`src/rtl/xbr_pkg.sv`:
```
// Shared types, constants and helper functions for the XMODEM-CRC block receiver.
// No dependencies; every other RTL file imports this package.
package xbr_pkg;

  // Transaction payloads
  typedef struct packed {
    logic [1:0] opcode;
    logic [7:0] rx_byte;
  } in_t;

  typedef struct packed {
    logic        tx_valid;
    logic [7:0]  tx_byte;
    logic        data_valid;
    logic [7:0]  data_byte;
    logic [27:0] data_offset;
    logic [2:0]  block_verdict;
    logic [2:0]  status;
    logic        last;
  } out_t;

  // Up to two results per input, handed from core to output queue
  typedef struct packed {
    logic [1:0] count;
    out_t       res0;
    out_t       res1;
  } res_pair_t;

  // Fixed widths
  localparam int unsigned LEN_W   = 29;
  localparam int unsigned OFF_W   = 28;
  localparam int unsigned IDX_W   = 11;
  localparam int unsigned TRIES_W = 7;

  localparam logic [TRIES_W-1:0] START_TRIES_DEF = 7'd100;

  // Block sizes
  localparam logic [IDX_W-1:0] SZ_SMALL = 11'd128;
  localparam logic [IDX_W-1:0] SZ_BIG   = 11'd1024;

  // Opcodes
  localparam logic [1:0] OP_START   = 2'd0;
  localparam logic [1:0] OP_BYTE    = 2'd1;
  localparam logic [1:0] OP_TIMEOUT = 2'd2;

  // Line characters
  localparam logic [7:0] CH_SOH = 8'h01;
  localparam logic [7:0] CH_STX = 8'h02;
  localparam logic [7:0] CH_EOT = 8'h04;
  localparam logic [7:0] CH_ACK = 8'h06;
  localparam logic [7:0] CH_NAK = 8'h15;
  localparam logic [7:0] CH_CAN = 8'h18;
  localparam logic [7:0] CH_C   = 8'h43;

  // Block verdicts
  localparam logic [2:0] VD_NONE  = 3'd0;
  localparam logic [2:0] VD_OK    = 3'd1;
  localparam logic [2:0] VD_DUP   = 3'd2;
  localparam logic [2:0] VD_BAD   = 3'd3;
  localparam logic [2:0] VD_SEQ   = 3'd4;

  // Transfer status
  localparam logic [2:0] ST_BUSY     = 3'd0;
  localparam logic [2:0] ST_DONE     = 3'd1;
  localparam logic [2:0] ST_CAN_US   = 3'd2;
  localparam logic [2:0] ST_CAN_PEER = 3'd3;
  localparam logic [2:0] ST_TIMEOUT  = 3'd4;

  // Receiver phases, one-hot
  typedef enum logic [7:0] {
    PH_IDLE  = 8'b0000_0001,
    PH_START = 8'b0000_0010,
    PH_NUM   = 8'b0000_0100,
    PH_INV   = 8'b0000_1000,
    PH_DATA  = 8'b0001_0000,
    PH_CRCH  = 8'b0010_0000,
    PH_CRCL  = 8'b0100_0000,
    PH_MARK  = 8'b1000_0000
  } phase_t;

  // CRC-16/XMODEM, one byte, MSB first
  function automatic logic [15:0] crc_byte(input logic [15:0] crc, input logic [7:0] b);
    logic [15:0] c;
    c = crc ^ {b, 8'h00};
    for (int i = 0; i < 8; i++) begin
      if (c[15]) begin
        c = {c[14:0], 1'b0} ^ 16'h1021;
      end else begin
        c = {c[14:0], 1'b0};
      end
    end
    return c;
  endfunction

  // Control byte result, no payload
  function automatic out_t mk_tx(input logic [7:0] b, input logic [2:0] verdict,
                                 input logic [2:0] status, input logic last);
    out_t r;
    r               = '0;
    r.tx_valid      = 1'b1;
    r.tx_byte       = b;
    r.block_verdict = verdict;
    r.status        = status;
    r.last          = last;
    return r;
  endfunction

endpackage

```
`src/rtl/xbr_core.sv`:
```
// Protocol state and per-byte decode of the receiver: one transaction per cycle while in_take is high.
// Depends on xbr_pkg (types, characters, CRC function).
module xbr_core
  import xbr_pkg::*;
#(
  parameter logic [TRIES_W-1:0] START_TRIES = START_TRIES_DEF
) (
  input  logic             clk,
  input  logic             rst_n,
  input  logic             cfg_we,
  input  logic [LEN_W-1:0] cfg_len,
  input  logic             in_take,
  input  in_t              in_item,
  output res_pair_t        res
);

  phase_t               phase_r, phase_nxt;
  logic [TRIES_W-1:0]   tries_r, tries_nxt;
  logic                 big_r, big_nxt;
  logic [7:0]           exp_blk_r, exp_blk_nxt;
  logic [7:0]           got_num_r, got_num_nxt;
  logic [7:0]           got_inv_r, got_inv_nxt;
  logic [IDX_W-1:0]     idx_r, idx_nxt;
  logic [15:0]          crc_r, crc_nxt;
  logic [7:0]           crc_hi_r, crc_hi_nxt;
  logic [LEN_W-1:0]     written_r, written_nxt;
  logic [LEN_W-1:0]     total_r;

  logic [IDX_W-1:0]     blk_size;
  logic [LEN_W:0]       offset;
  logic [LEN_W-1:0]     remain;
  logic [LEN_W-1:0]     grow;
  logic [IDX_W-1:0]     idx_inc;
  logic                 is_marker;
  out_t                 can0, can1;

  assign blk_size  = big_r ? SZ_BIG : SZ_SMALL;
  assign offset    = {1'b0, written_r} + {{(LEN_W+1-IDX_W){1'b0}}, idx_r};
  assign remain    = total_r - written_r;
  assign grow      = (remain > {{(LEN_W-IDX_W){1'b0}}, blk_size}) ?
                     {{(LEN_W-IDX_W){1'b0}}, blk_size} : remain;
  assign idx_inc   = idx_r + 1'b1;
  assign is_marker = (in_item.rx_byte == CH_SOH) || (in_item.rx_byte == CH_STX);

  // Next state and results
  always_comb begin
    phase_nxt   = phase_r;
    tries_nxt   = tries_r;
    big_nxt     = big_r;
    exp_blk_nxt = exp_blk_r;
    got_num_nxt = got_num_r;
    got_inv_nxt = got_inv_r;
    idx_nxt     = idx_r;
    crc_nxt     = crc_r;
    crc_hi_nxt  = crc_hi_r;
    written_nxt = written_r;
    res         = '0;
    can0        = mk_tx(CH_CAN, VD_NONE, ST_CAN_US, 1'b0);
    can1        = mk_tx(CH_CAN, VD_NONE, ST_CAN_US, 1'b1);

    if (in_take) begin
      if (in_item.opcode == OP_START) begin
        exp_blk_nxt = 8'd1;
        written_nxt = '0;
        tries_nxt   = 7'd1;
        big_nxt     = 1'b0;
        idx_nxt     = '0;
        crc_nxt     = '0;
        crc_hi_nxt  = '0;
        got_num_nxt = '0;
        got_inv_nxt = '0;
        phase_nxt   = PH_START;
        res.count   = 2'd1;
        res.res0    = mk_tx(CH_C, VD_NONE, ST_BUSY, 1'b1);
      end else if (phase_r != PH_IDLE && in_item.opcode == OP_TIMEOUT) begin
        if (phase_r == PH_START) begin
          if (tries_r < START_TRIES) begin
            tries_nxt = tries_r + 1'b1;
            res.count = 2'd1;
            res.res0  = mk_tx(CH_C, VD_NONE, ST_BUSY, 1'b1);
          end else begin
            phase_nxt = PH_IDLE;
            res.count = 2'd2;
            res.res0  = can0;
            res.res1  = can1;
          end
        end else begin
          // Timeout mid-transfer: report only
          phase_nxt = PH_IDLE;
          res.count = 2'd1;
          res.res0  = '0;
          res.res0.status = ST_TIMEOUT;
          res.res0.last   = 1'b1;
        end
      end else if (phase_r != PH_IDLE && in_item.opcode == OP_BYTE) begin
        case (phase_r)
          PH_START, PH_MARK: begin
            if (is_marker) begin
              big_nxt     = (in_item.rx_byte == CH_STX);
              got_num_nxt = '0;
              got_inv_nxt = '0;
              idx_nxt     = '0;
              crc_nxt     = '0;
              crc_hi_nxt  = '0;
              phase_nxt   = PH_NUM;
            end else if (phase_r == PH_START) begin
              phase_nxt = PH_IDLE;
              res.count = 2'd2;
              res.res0  = can0;
              res.res1  = can1;
            end else if (in_item.rx_byte == CH_EOT) begin
              phase_nxt = PH_IDLE;
              if (written_r == total_r) begin
                res.count = 2'd1;
                res.res0  = mk_tx(CH_ACK, VD_NONE, ST_DONE, 1'b1);
              end else begin
                res.count = 2'd2;
                res.res0  = can0;
                res.res1  = can1;
              end
            end else if (in_item.rx_byte == CH_CAN) begin
              phase_nxt = PH_IDLE;
              res.count = 2'd1;
              res.res0  = '0;
              res.res0.status = ST_CAN_PEER;
              res.res0.last   = 1'b1;
            end else begin
              res.count = 2'd1;
              res.res0  = mk_tx(CH_NAK, VD_NONE, ST_BUSY, 1'b1);
            end
          end
          PH_NUM: begin
            got_num_nxt = in_item.rx_byte;
            phase_nxt   = PH_INV;
          end
          PH_INV: begin
            got_inv_nxt = in_item.rx_byte;
            phase_nxt   = PH_DATA;
          end
          PH_DATA: begin
            crc_nxt = crc_byte(crc_r, in_item.rx_byte);
            if (offset < {1'b0, total_r}) begin
              res.count = 2'd1;
              res.res0  = '0;
              res.res0.data_valid  = 1'b1;
              res.res0.data_byte   = in_item.rx_byte;
              res.res0.data_offset = offset[OFF_W-1:0];
              res.res0.last        = 1'b1;
            end
            idx_nxt = idx_inc;
            if (idx_inc >= blk_size) begin
              phase_nxt = PH_CRCH;
            end
          end
          PH_CRCH: begin
            crc_hi_nxt = in_item.rx_byte;
            phase_nxt  = PH_CRCL;
          end
          PH_CRCL: begin
            // Block end: integrity, then sequence
            phase_nxt = PH_MARK;
            if (got_inv_r != ~got_num_r || {crc_hi_r, in_item.rx_byte} != crc_r) begin
              res.count = 2'd1;
              res.res0  = mk_tx(CH_NAK, VD_BAD, ST_BUSY, 1'b1);
            end else if (got_num_r == exp_blk_r - 8'd1) begin
              res.count = 2'd1;
              res.res0  = mk_tx(CH_ACK, VD_DUP, ST_BUSY, 1'b1);
            end else if (got_num_r != exp_blk_r || written_r >= total_r) begin
              phase_nxt = PH_IDLE;
              res.count = 2'd2;
              res.res0  = mk_tx(CH_CAN, VD_SEQ, ST_CAN_US, 1'b0);
              res.res1  = mk_tx(CH_CAN, VD_SEQ, ST_CAN_US, 1'b1);
            end else begin
              written_nxt = written_r + grow;
              exp_blk_nxt = exp_blk_r + 8'd1;
              res.count   = 2'd1;
              res.res0    = mk_tx(CH_ACK, VD_OK, ST_BUSY, 1'b1);
            end
          end
          default: begin
            phase_nxt = phase_r;
          end
        endcase
      end
    end
  end

  // State registers
  always_ff @(posedge clk) begin
    if (!rst_n) begin
      phase_r   <= PH_IDLE;
      tries_r   <= '0;
      big_r     <= 1'b0;
      exp_blk_r <= 8'd1;
      got_num_r <= '0;
      got_inv_r <= '0;
      idx_r     <= '0;
      crc_r     <= '0;
      crc_hi_r  <= '0;
      written_r <= '0;
      total_r   <= '0;
    end else begin
      phase_r   <= phase_nxt;
      tries_r   <= tries_nxt;
      big_r     <= big_nxt;
      exp_blk_r <= exp_blk_nxt;
      got_num_r <= got_num_nxt;
      got_inv_r <= got_inv_nxt;
      idx_r     <= idx_nxt;
      crc_r     <= crc_nxt;
      crc_hi_r  <= crc_hi_nxt;
      written_r <= written_nxt;
      if (cfg_we) begin
        total_r <= cfg_len;
      end
    end
  end

endmodule

```
`src/rtl/xbr_outq.sv`:
```
// Four-entry result queue: takes up to two results per cycle, hands out one.
// Depends on xbr_pkg (out_t, res_pair_t).
module xbr_outq
  import xbr_pkg::*;
(
  input  logic      clk,
  input  logic      rst_n,
  input  res_pair_t push,
  output logic      room,
  output logic      out_valid,
  input  logic      out_ready,
  output out_t      out_data
);

  localparam int unsigned DEPTH = 4;
  localparam int unsigned PTR_W = $clog2(DEPTH);

  out_t             mem [DEPTH];
  logic [PTR_W-1:0] wr_ptr_r, rd_ptr_r;
  logic [PTR_W:0]   count_r, count_nxt;
  logic             pop;
  logic [PTR_W-1:0] wr_ptr_1;

  assign pop       = out_valid && out_ready;
  assign out_valid = (count_r != '0);
  assign out_data  = mem[rd_ptr_r];
  // Space for a worst-case pair regardless of the consumer
  assign room      = (count_r <= (PTR_W+1)'(DEPTH - 2));
  assign wr_ptr_1  = wr_ptr_r + 1'b1;
  assign count_nxt = count_r + {{(PTR_W-1){1'b0}}, push.count} - {{PTR_W{1'b0}}, pop};

  // Pointers and fill level
  always_ff @(posedge clk) begin
    if (!rst_n) begin
      wr_ptr_r <= '0;
      rd_ptr_r <= '0;
      count_r  <= '0;
    end else begin
      wr_ptr_r <= wr_ptr_r + push.count[PTR_W-1:0];
      rd_ptr_r <= rd_ptr_r + {{(PTR_W-1){1'b0}}, pop};
      count_r  <= count_nxt;
    end
  end

  // Entry storage
  always_ff @(posedge clk) begin
    if (push.count != 2'd0) begin
      mem[wr_ptr_r] <= push.res0;
    end
    if (push.count == 2'd2) begin
      mem[wr_ptr_1] <= push.res1;
    end
  end

endmodule

```
`src/rtl/xmodem_block_receiver.sv`:
```
// XMODEM-CRC (128/1K) block receiver, top level. Depends on xbr_pkg, xbr_core, xbr_outq.
// A result is registered into the result queue and offered on out_ behind any older results.
// Throughput: one input per cycle while in_ready is high; a CAN CAN answer is two results,
// and input stalls only while the four-entry result queue holds more than two results.
// Reset (rst_n low, synchronous): phase idle, counters and total_length cleared, queue empty.
module xmodem_block_receiver
  import xbr_pkg::*;
#(
  parameter logic [TRIES_W-1:0] START_TRIES = START_TRIES_DEF
) (
  input  logic             clk,
  input  logic             rst_n,
  input  logic             cfg_valid,
  output logic             cfg_ready,
  input  logic [LEN_W-1:0] cfg_data,
  input  logic             in_valid,
  output logic             in_ready,
  input  in_t              in_data,
  output logic             out_valid,
  input  logic             out_ready,
  output out_t             out_data
);

  res_pair_t res;
  logic      room;

  assign cfg_ready = 1'b1;
  assign in_ready  = room;

  xbr_core #(
    .START_TRIES(START_TRIES)
  ) u_core (
    .clk     (clk),
    .rst_n   (rst_n),
    .cfg_we  (cfg_valid && cfg_ready),
    .cfg_len (cfg_data),
    .in_take (in_valid && in_ready),
    .in_item (in_data),
    .res     (res)
  );

  xbr_outq u_outq (
    .clk       (clk),
    .rst_n     (rst_n),
    .push      (res),
    .room      (room),
    .out_valid (out_valid),
    .out_ready (out_ready),
    .out_data  (out_data)
  );

endmodule

```
`config.mk`:
```
export PLATFORM = sky130hd
export DESIGN_NAME = xmodem_block_receiver
export DESIGN_NICKNAME = d
export VERILOG_FILES = /design/src/rtl/xbr_pkg.sv /design/src/rtl/xbr_core.sv /design/src/rtl/xbr_outq.sv /design/src/rtl/xmodem_block_receiver.sv
export SDC_FILE = /design/constraint.sdc
export NUM_CORES = 1
export LEC_CHECK = 0
export BUFFER_PORTS_ARGS = -buffer_cell sky130_fd_sc_hd__buf_2
export CAP_MARGIN = 25
export CORE_MARGIN = 2
export CORE_UTILIZATION = 50
export DETAILED_ROUTE_END_ITERATION = 8
export GPL_ROUTABILITY_DRIVEN = 1
export MAX_ROUTING_LAYER = met4
export PLACE_DENSITY_LB_ADDON = 0.3
export SETUP_SLACK_MARGIN = 0.2
export SLEW_MARGIN = 15
export SYNTH_ARGS = -nofsm -noshare
export SYNTH_HDL_FRONTEND = slang
export SYNTH_SLANG_ARGS = --single-unit
```
`constraint.sdc`:
```
create_clock -name clk -period 9.69 [get_ports clk]
set_input_delay 2.4225 -clock clk [delete_from_list [all_inputs] [get_ports clk]]
set_output_delay 2.4225 -clock clk [all_outputs]
set_load 0.05 [all_outputs]
```
* After elaboration in Yosys (flattened, before gate mapping) *
Memories as Yosys holds them, arrays and structs flattened. A register that Yosys moved wholly into a read port is not among the register bits.
Cells that the tools add are included.

word-level totals
  memory bits (writable) = 212
  register bits after elaboration = 140
  output and inout port bits = 56
  word-level logic and storage cells = 238
  bits of input ports = 44
  memories = 1

memory list
  memory      depth  bits a word  rd ports  clocked after memory_dff  write ports  line            text
  u_outq.mem  4      53           1         1                         2            xbr_outq.sv:18  out_t mem [DEPTH];

cells by class
  equal/unequal tests = 28
  $lt $le $gt $ge = 6
  $add $sub $neg = 12
  bitwise logic cells = 10
  multiplexer cells = 135
  reduce and logical (&&, ||, !) cells = 32

operators by type and width
  kind               number
  $mux W16           39
  $mux W108          5
  $mux W53           9
  $mux W55           8
  $mux W8            30
  $mux W29           8
  $pmux W55 S3       1
  $pmux W53 S2       1
  $mux W13           8
  $mux W11           5
  $mux W54           1
  $pmux W8 S2        3
  $pmux W8 S6        1
  $pmux W16 S2       1
  $add A29 B11 Y30   1
  $lt A30 B29 Y1     1
  $add A29 B29 Y29   1
  $eq A29 B29 Y1     1
  $ge A29 B29 Y1     1
  $gt A29 B11 Y1     1
  $sub A29 B29 Y29   1
  $mux W7            4
  $reduce_and A5 Y1  5
  $not A3 Y3         8
  other kinds (46)   79

* Logic depth before layout (Yosys ltp) *
  depth in word-level cells = 56
  depth in mapped cells = 31
  gate-level depth less buffers = 30

* Cells and area by module *
From an unflattened synthesis, not the netlist that was laid out.

unflattened totals
  cells, all modules = 2,173
  area, all modules = 23,023.3 um^2

by module, submodules not included
  module                 sequential area each (um^2)  cells an instance  instances  area each (um^2)
  xbr_core               2,662.6                      1,612              1          12,334.3
  xbr_outq               6,506.2                      558                1          10,671.5
  xmodem_block_receiver  0.0                          3                  1          17.5

* Worst setup path before layout *
No wires, ideal clock.

  kind = reg2reg
  start = register u_core.total_r[0]
  end = register u_core.written_r[28]
  required time = 9,616 ps
  buffers on the path = 1
  arrival = 5,997 ps
  setup time = 74 ps
  cell stages (with the launch flop) = 32
  slack = 3,618 ps
  period minus slack after synthesis = 6,072 ps
  cells stage by stage = dfxtp_1 inv_1 ha_1 fa_1 nand2b_1 a211oi_1 o21ai_0 nand2b_1 a21oi_1 xnor2_1 ha_1 and4_1 o2111ai_1 a211oi_1 nand3_1 a211oi_1 nand2_1 clkbuf_1 mux2_2 ha_1 and4_1 nand2_1 a21oi_1 a221oi_1 o21ai_0 a221oi_1 o21ai_0 a21o_1 a41oi_1 a21oi_1 a2bb2oi_1 o21ai_0

on the way
  longest elaborated chain between the ends = 11
  elaborated cells between the ends (all ways) = 15
  those cells by class = add/sub (2); order compare (2); eq/ne (1); mux (8); reduce/logical (2)

RTL lines
  item                    line             text
  from (decl)             xbr_core.sv:27   logic [LEN_W-1:0] total_r;
  from (signal assigned)  xbr_core.sv:214  total_r <= cfg_len;
  $sub A29 B29 Y29        xbr_core.sv:39   assign remain = total_r - written_r;
  $gt A29 B11 Y1          xbr_core.sv:40   assign grow = (remain > {{(LEN_W-IDX_W){1'b0}}, blk_size}) ?
  $mux W29                xbr_core.sv:40
  $add A29 B29 Y29        xbr_core.sv:174  written_nxt = written_r + grow;
  $mux W29                xbr_core.sv:168  end else if (got_num_r != exp_blk_r || written_r >= total_r) begin
  $mux W29                xbr_core.sv:165  end else if (got_num_r == exp_blk_r - 8'd1) begin
  $mux W29                xbr_core.sv:162  if (got_inv_r != ~got_num_r || {crc_hi_r, in_item.rx_byte} != crc_r) begin
  $mux W29                xbr_core.sv:96   case (phase_r)
  $mux W29                xbr_core.sv:95   end else if (phase_r != PH_IDLE && in_item.opcode == OP_BYTE) begin
  $mux W29                xbr_core.sv:75   end else if (phase_r != PH_IDLE && in_item.opcode == OP_TIMEOUT) begin
  $mux W29                xbr_core.sv:62   if (in_item.opcode == OP_START) begin
  to (signal assigned)    xbr_core.sv:212  written_r <= written_nxt;
  to (decl)               xbr_core.sv:26   logic [LEN_W-1:0] written_r, written_nxt;

Parallel ways exist; a longest one is shown, timed or not. The select of a mux whose other input is x is not followed.
A chain may end at the register's enable or synchronous reset.

* Worst setup path in the final report *
Ends and elaborated chain as after synthesis.

==> results <==
- The count of different cell masters after synthesis is 97.
- The average instance area after synthesis is 9.06 sq um.
- The filler-free cell count of the finished design is 2854.
- The floorplan step defined a die boundary enclosing 0.0424 sq mm.
- The first detailed-routing pass took 6 iterations.
- The total DRC errors in the routed layout is 0.
- The part of the power in the clock network is between 30 and 40%.
- The tightest min-delay check is of the flop to flop type.
- The post-route antenna net violation count is 0.
- The start of the worst register-to-register path is u_core.total_r[0].
- Registers are responsible for about two fifths of the overall power.
- The initial utilization of the core area, before any placement, comes to approximately half.
- The netlist area before placement is between 0.02 and 0.025 sq mm.
- After synthesis the netlist holds a flip-flop and latch count of between 300 and 400.
- Buffers placed on the I/O ports in this run total 96.
- The instance count along the most critical hold path is 2.
- The cell with the largest stage delay on the worst path is sky130_fd_sc_hd__a221oi_1.
- At the end of routability-driven placement, the weighted congestion stood at around 0.95.
- STA classifies the critical path endpoint as a flop.
- Summed over all failing endpoints, the final setup total negative slack is 0 ps.
- The maximum VDD drop is around 110 uV.
- The data arrival at the endpoint of the critical path is roughly 8000 ps.
- Summing the sequential cell areas from Yosys gives between 30% and 40% of the chip area.
- The fraction of registers with async set/reset is 0%.
- In the post-synthesis netlist, the biggest area contributors are sky130_fd_sc_hd__dfxtp_1 (31%), sky130_fd_sc_hd__ha_1 (6.7%), sky130_fd_sc_hd__mux4_2 (5.6%), sky130_fd_sc_hd__mux2i_1 (4.6%), sky130_fd_sc_hd__nand2_1 (4.2%).
- For this block, the routed nets add up to approximately 60 mm of wire.
- Measured in cells, the most critical reg-to-reg path has a length of 30.
- The initial antenna violation count is 1.
- The maximum fanout count along the critical path is 11.
- The number of buffers on the longest clock path is 3.
- The type of the worst setup path is flop to flop.
- Dividing the final minimum period by the clock period gives about 77%.
- In this run, placement finished with an instance count of around 2800.
- The number of buffers created by CTS is 39.
- The number of setup violations in the final report is 0.
- The number of synthesized flops with an enable pin is 24.
- Prior to clock tree synthesis, the placed netlist has a worst setup slack of approximately 2400 ps.
- The first-pass GRT wire length is 92.1 mm.
- The power share of the combinational group is between 20% and 30%.
- The clock reaches the later pin of the worst-skew pair after 570 ps.
- The hold buffer count at cts is 0.
- The hold violation count in the final report is 0.
- The internal portion of total power is about 2.6 mW.
- Setup repair after global routing left no endpoint under its margin.
- After routing the design area is around 0.022 sq mm.
- The number of pins with negative max-slew slack in the final report is 0.
- In the final layout, the share of cells above drive strength 1 is about an eighth.
- The total net switching power is roughly 1.1 mW.
- The post-layout minimum cycle time is approximately 7500 ps.
- The startpoint class of the critical path is a flop.
- For the worst setup path, the data required time is approximately 10000 ps.
- Net switching is a little under a third of the power.
- In this run the horizontal extent of the chip is 206 um.
- The CTS H-tree depth is 2.
- The worst path setup slack after routing is ~2200 ps.
- The total core area is approximately 0.04 sq mm.
- Global routing consumed, over all layers together, between 20 and 30% of the routing resources.
- The most frequently used flop master after synthesis is sky130_fd_sc_hd__dfxtp_1.
- The highest attainable clock frequency is between 100 and 150 MHz.
- The number of global-route vias before repair was ~17000.
- Detailed placement ended at an HPWL of 41.5 mm.
- The die height is 206 um.
- Summing all placed instances gives a cell area of about 0.021 sq mm.
- The setup slack of the worst register-to-register path is around 2200 ps.
- The cell area power density is 166 mW/mm^2.
- For this run, the number of Yosys warnings is 0.
- Buffers added to address setup during post-CTS repair amount to 0.
- Using the TritonRoute via totals, the vias-per-cell ratio works out to slightly above 6.
- The path with the worst hold slack has its endpoint at u_outq.mem[2][46].
- The tree is rooted in a sky130_fd_sc_hd__clkbuf_16.
- The total clock sinks is approximately 340.
- After detailed routing, the average wire length per cell comes to 20.5 um.
- The final layout contains around 2500 nets.
- Max-cap violations in this run came to 0.
- For this design the static power due to leakage is 9.18 nW.
- The origin of the worst min-delay path is u_outq.mem[2][46].
- The largest net degree at the start of global routing is around 110.
- TritonCTS built the clock tree.
- By count the netlist is led by sky130_fd_sc_hd__dfxtp_1 (320), sky130_fd_sc_hd__nand2_1 (229), sky130_fd_sc_hd__o21ai_0 (126).
- The area growth from synthesis to layout is 10.3%.
- The number of instances in the synthesized netlist is ~2200.
- Headroom to the max-slew limit came out at 33.8%.
- Clock-pin slew was measured on the worst setup and hold paths at 60 ps.
- The most common cell type on the critical path is sky130_fd_sc_hd__o21ai_0.
- The post-route clock skew is roughly 22 ps.
- 100 I/O pins were placed.
- Yosys instantiated no cell more often than sky130_fd_sc_hd__dfxtp_1.
- The largest total area in the synthesized netlist belongs to sky130_fd_sc_hd__dfxtp_1.
- The completed layout was analyzed and its total power is about 3.7 mW.
- The highest cell delay on the worst timing path is roughly 500 ps.
- At the pin with the least slew margin, the transition time is between 900 and 1000 ps.
- The endpoint of the worst-slack reg-to-reg timing path is u_core.written_r[28].
- For this block, the initial DRC count from the detailed router was about 1400.
- The initialized floorplan defines 73 standard-cell rows.
- The final global-route overflow total is 0.
- In this run, post-CTS repair resized a total of 0 instances.
- The detailed router placed between 15000 and 20000 vias in this run.
- The top cell type by area accounts for about a third of the synthesized area.
- The run finished with clean final reports.
## cell usage in the layout (no fill, tap or decap), types with 55 or more instances in the layout
cell type	Yosys	final
sky130_fd_sc_hd__mux2i_1	94	94
sky130_fd_sc_hd__dfxtp_1	320	318
sky130_fd_sc_hd__a21oi_1	94	92
sky130_fd_sc_hd__nor2_1	111	111
sky130_fd_sc_hd__inv_1	105	105
sky130_fd_sc_hd__nand2_1	229	229
sky130_fd_sc_hd__xnor2_1	87	87
sky130_fd_sc_hd__o2bb2ai_1	57	57
sky130_fd_sc_hd__xor2_1	55	55
sky130_fd_sc_hd__ha_1	109	109
sky130_fd_sc_hd__buf_2	15	96
sky130_fd_sc_hd__nor2b_1	98	98
sky130_fd_sc_hd__o21ai_0	126	126
## stage by stage
stage | utilization (%) | hold WS (ps)
detailed placement | 53.1 | 439
floorplan | - | 425
global placement | 53.0 | 434
global route | 56.2 | 475
finish | 56.2 | 452
CTS | 56.2 | 449
## flip-flops by register name, summed over array words and instances, names as in the netlist
register          cells
u_outq.mem          204
u_core.big_r          1
u_core.tries_r        7
u_outq.wr_ptr_r       2
u_core.crc_r         16
u_outq.rd_ptr_r       2
u_core.idx_r         11
u_core.got_num_r      8
u_core.crc_hi_r       8
u_outq.count_r        3
u_core.phase_r        8
u_core.total_r       29
u_core.written_r     29
u_core.got_inv_r      8
u_core.exp_blk_r      8
## logic make-up after synthesis
kind of cell	Yosys count	synth area share [%]
AOI/OAI and AO/OA	557	18.8
xor gates and xnor gates	143	6.21
DFF	344	35.0
adders and majority gates	113	7.08
other	2	0.0368
muxes	146	10.3
and+or+nand+nor	716	18.0
buffers and inverters	228	4.60
## routing by layer
metal / share of wire, % / vias up / GRT usage, % / routed length (um)
met1: 46 / 8432 / 38.4 / 27200
met4: 2.6 / 0 / 10.2 / 1500
li1: - / 8219 / - / -
met3: 6.9 / 111 / 4.62 / 4030
met2: 44 / 663 / 42.4 / 25900
met5: 0 / - / - / 0
## power by group through the flow
stage	Sequential [mW]	Combinational, mW	Clock, mW
6_report	1.51	0.766	1.45
5_1_grt	1.51	0.834	1.53
4_1_cts	1.50	0.762	1.47
3_5_place_dp	1.53	0.759	0
3_3_place_gp	1.53	0.745	0
2_1_floorplan	1.51	0.593	0
## worst max-delay path, delay by kind of cell (launching register included)
kind            cells  cell delay, ps
compound gates     18            4430
fa+ha+maj           4            1270
simple gates        6            1180
flops               1             350
xor+xnor            1             150
buf+inv             1              60
## worst max path at each step
stage,end,slack [ps],from,cells past startpoint
finish,u_core.written_r[28],2180,u_core.total_r[0],30
global placement,u_core.written_r[28],2610,u_core.total_r[0],30
CTS,u_core.written_r[28],2390,u_core.total_r[0],30
global route,u_core.written_r[28],1670,u_core.total_r[0],30
floorplan,u_core.written_r[28],3620,u_core.total_r[0],31
detailed placement,u_core.written_r[28],2430,u_core.total_r[0],30
## area by class of cell
cell class              count  area (sq um)
repair buffers            116           643
flip-flops and latches    344          7130
clock buffers              56          1100
clock inverters            12           133
inverters                 105           394
well taps                 525           657
fillers                  3546         17500
diodes                      1          2.50
multi-input cells        1695         12400
Note: power is estimated with default switching activity, not from simulation.
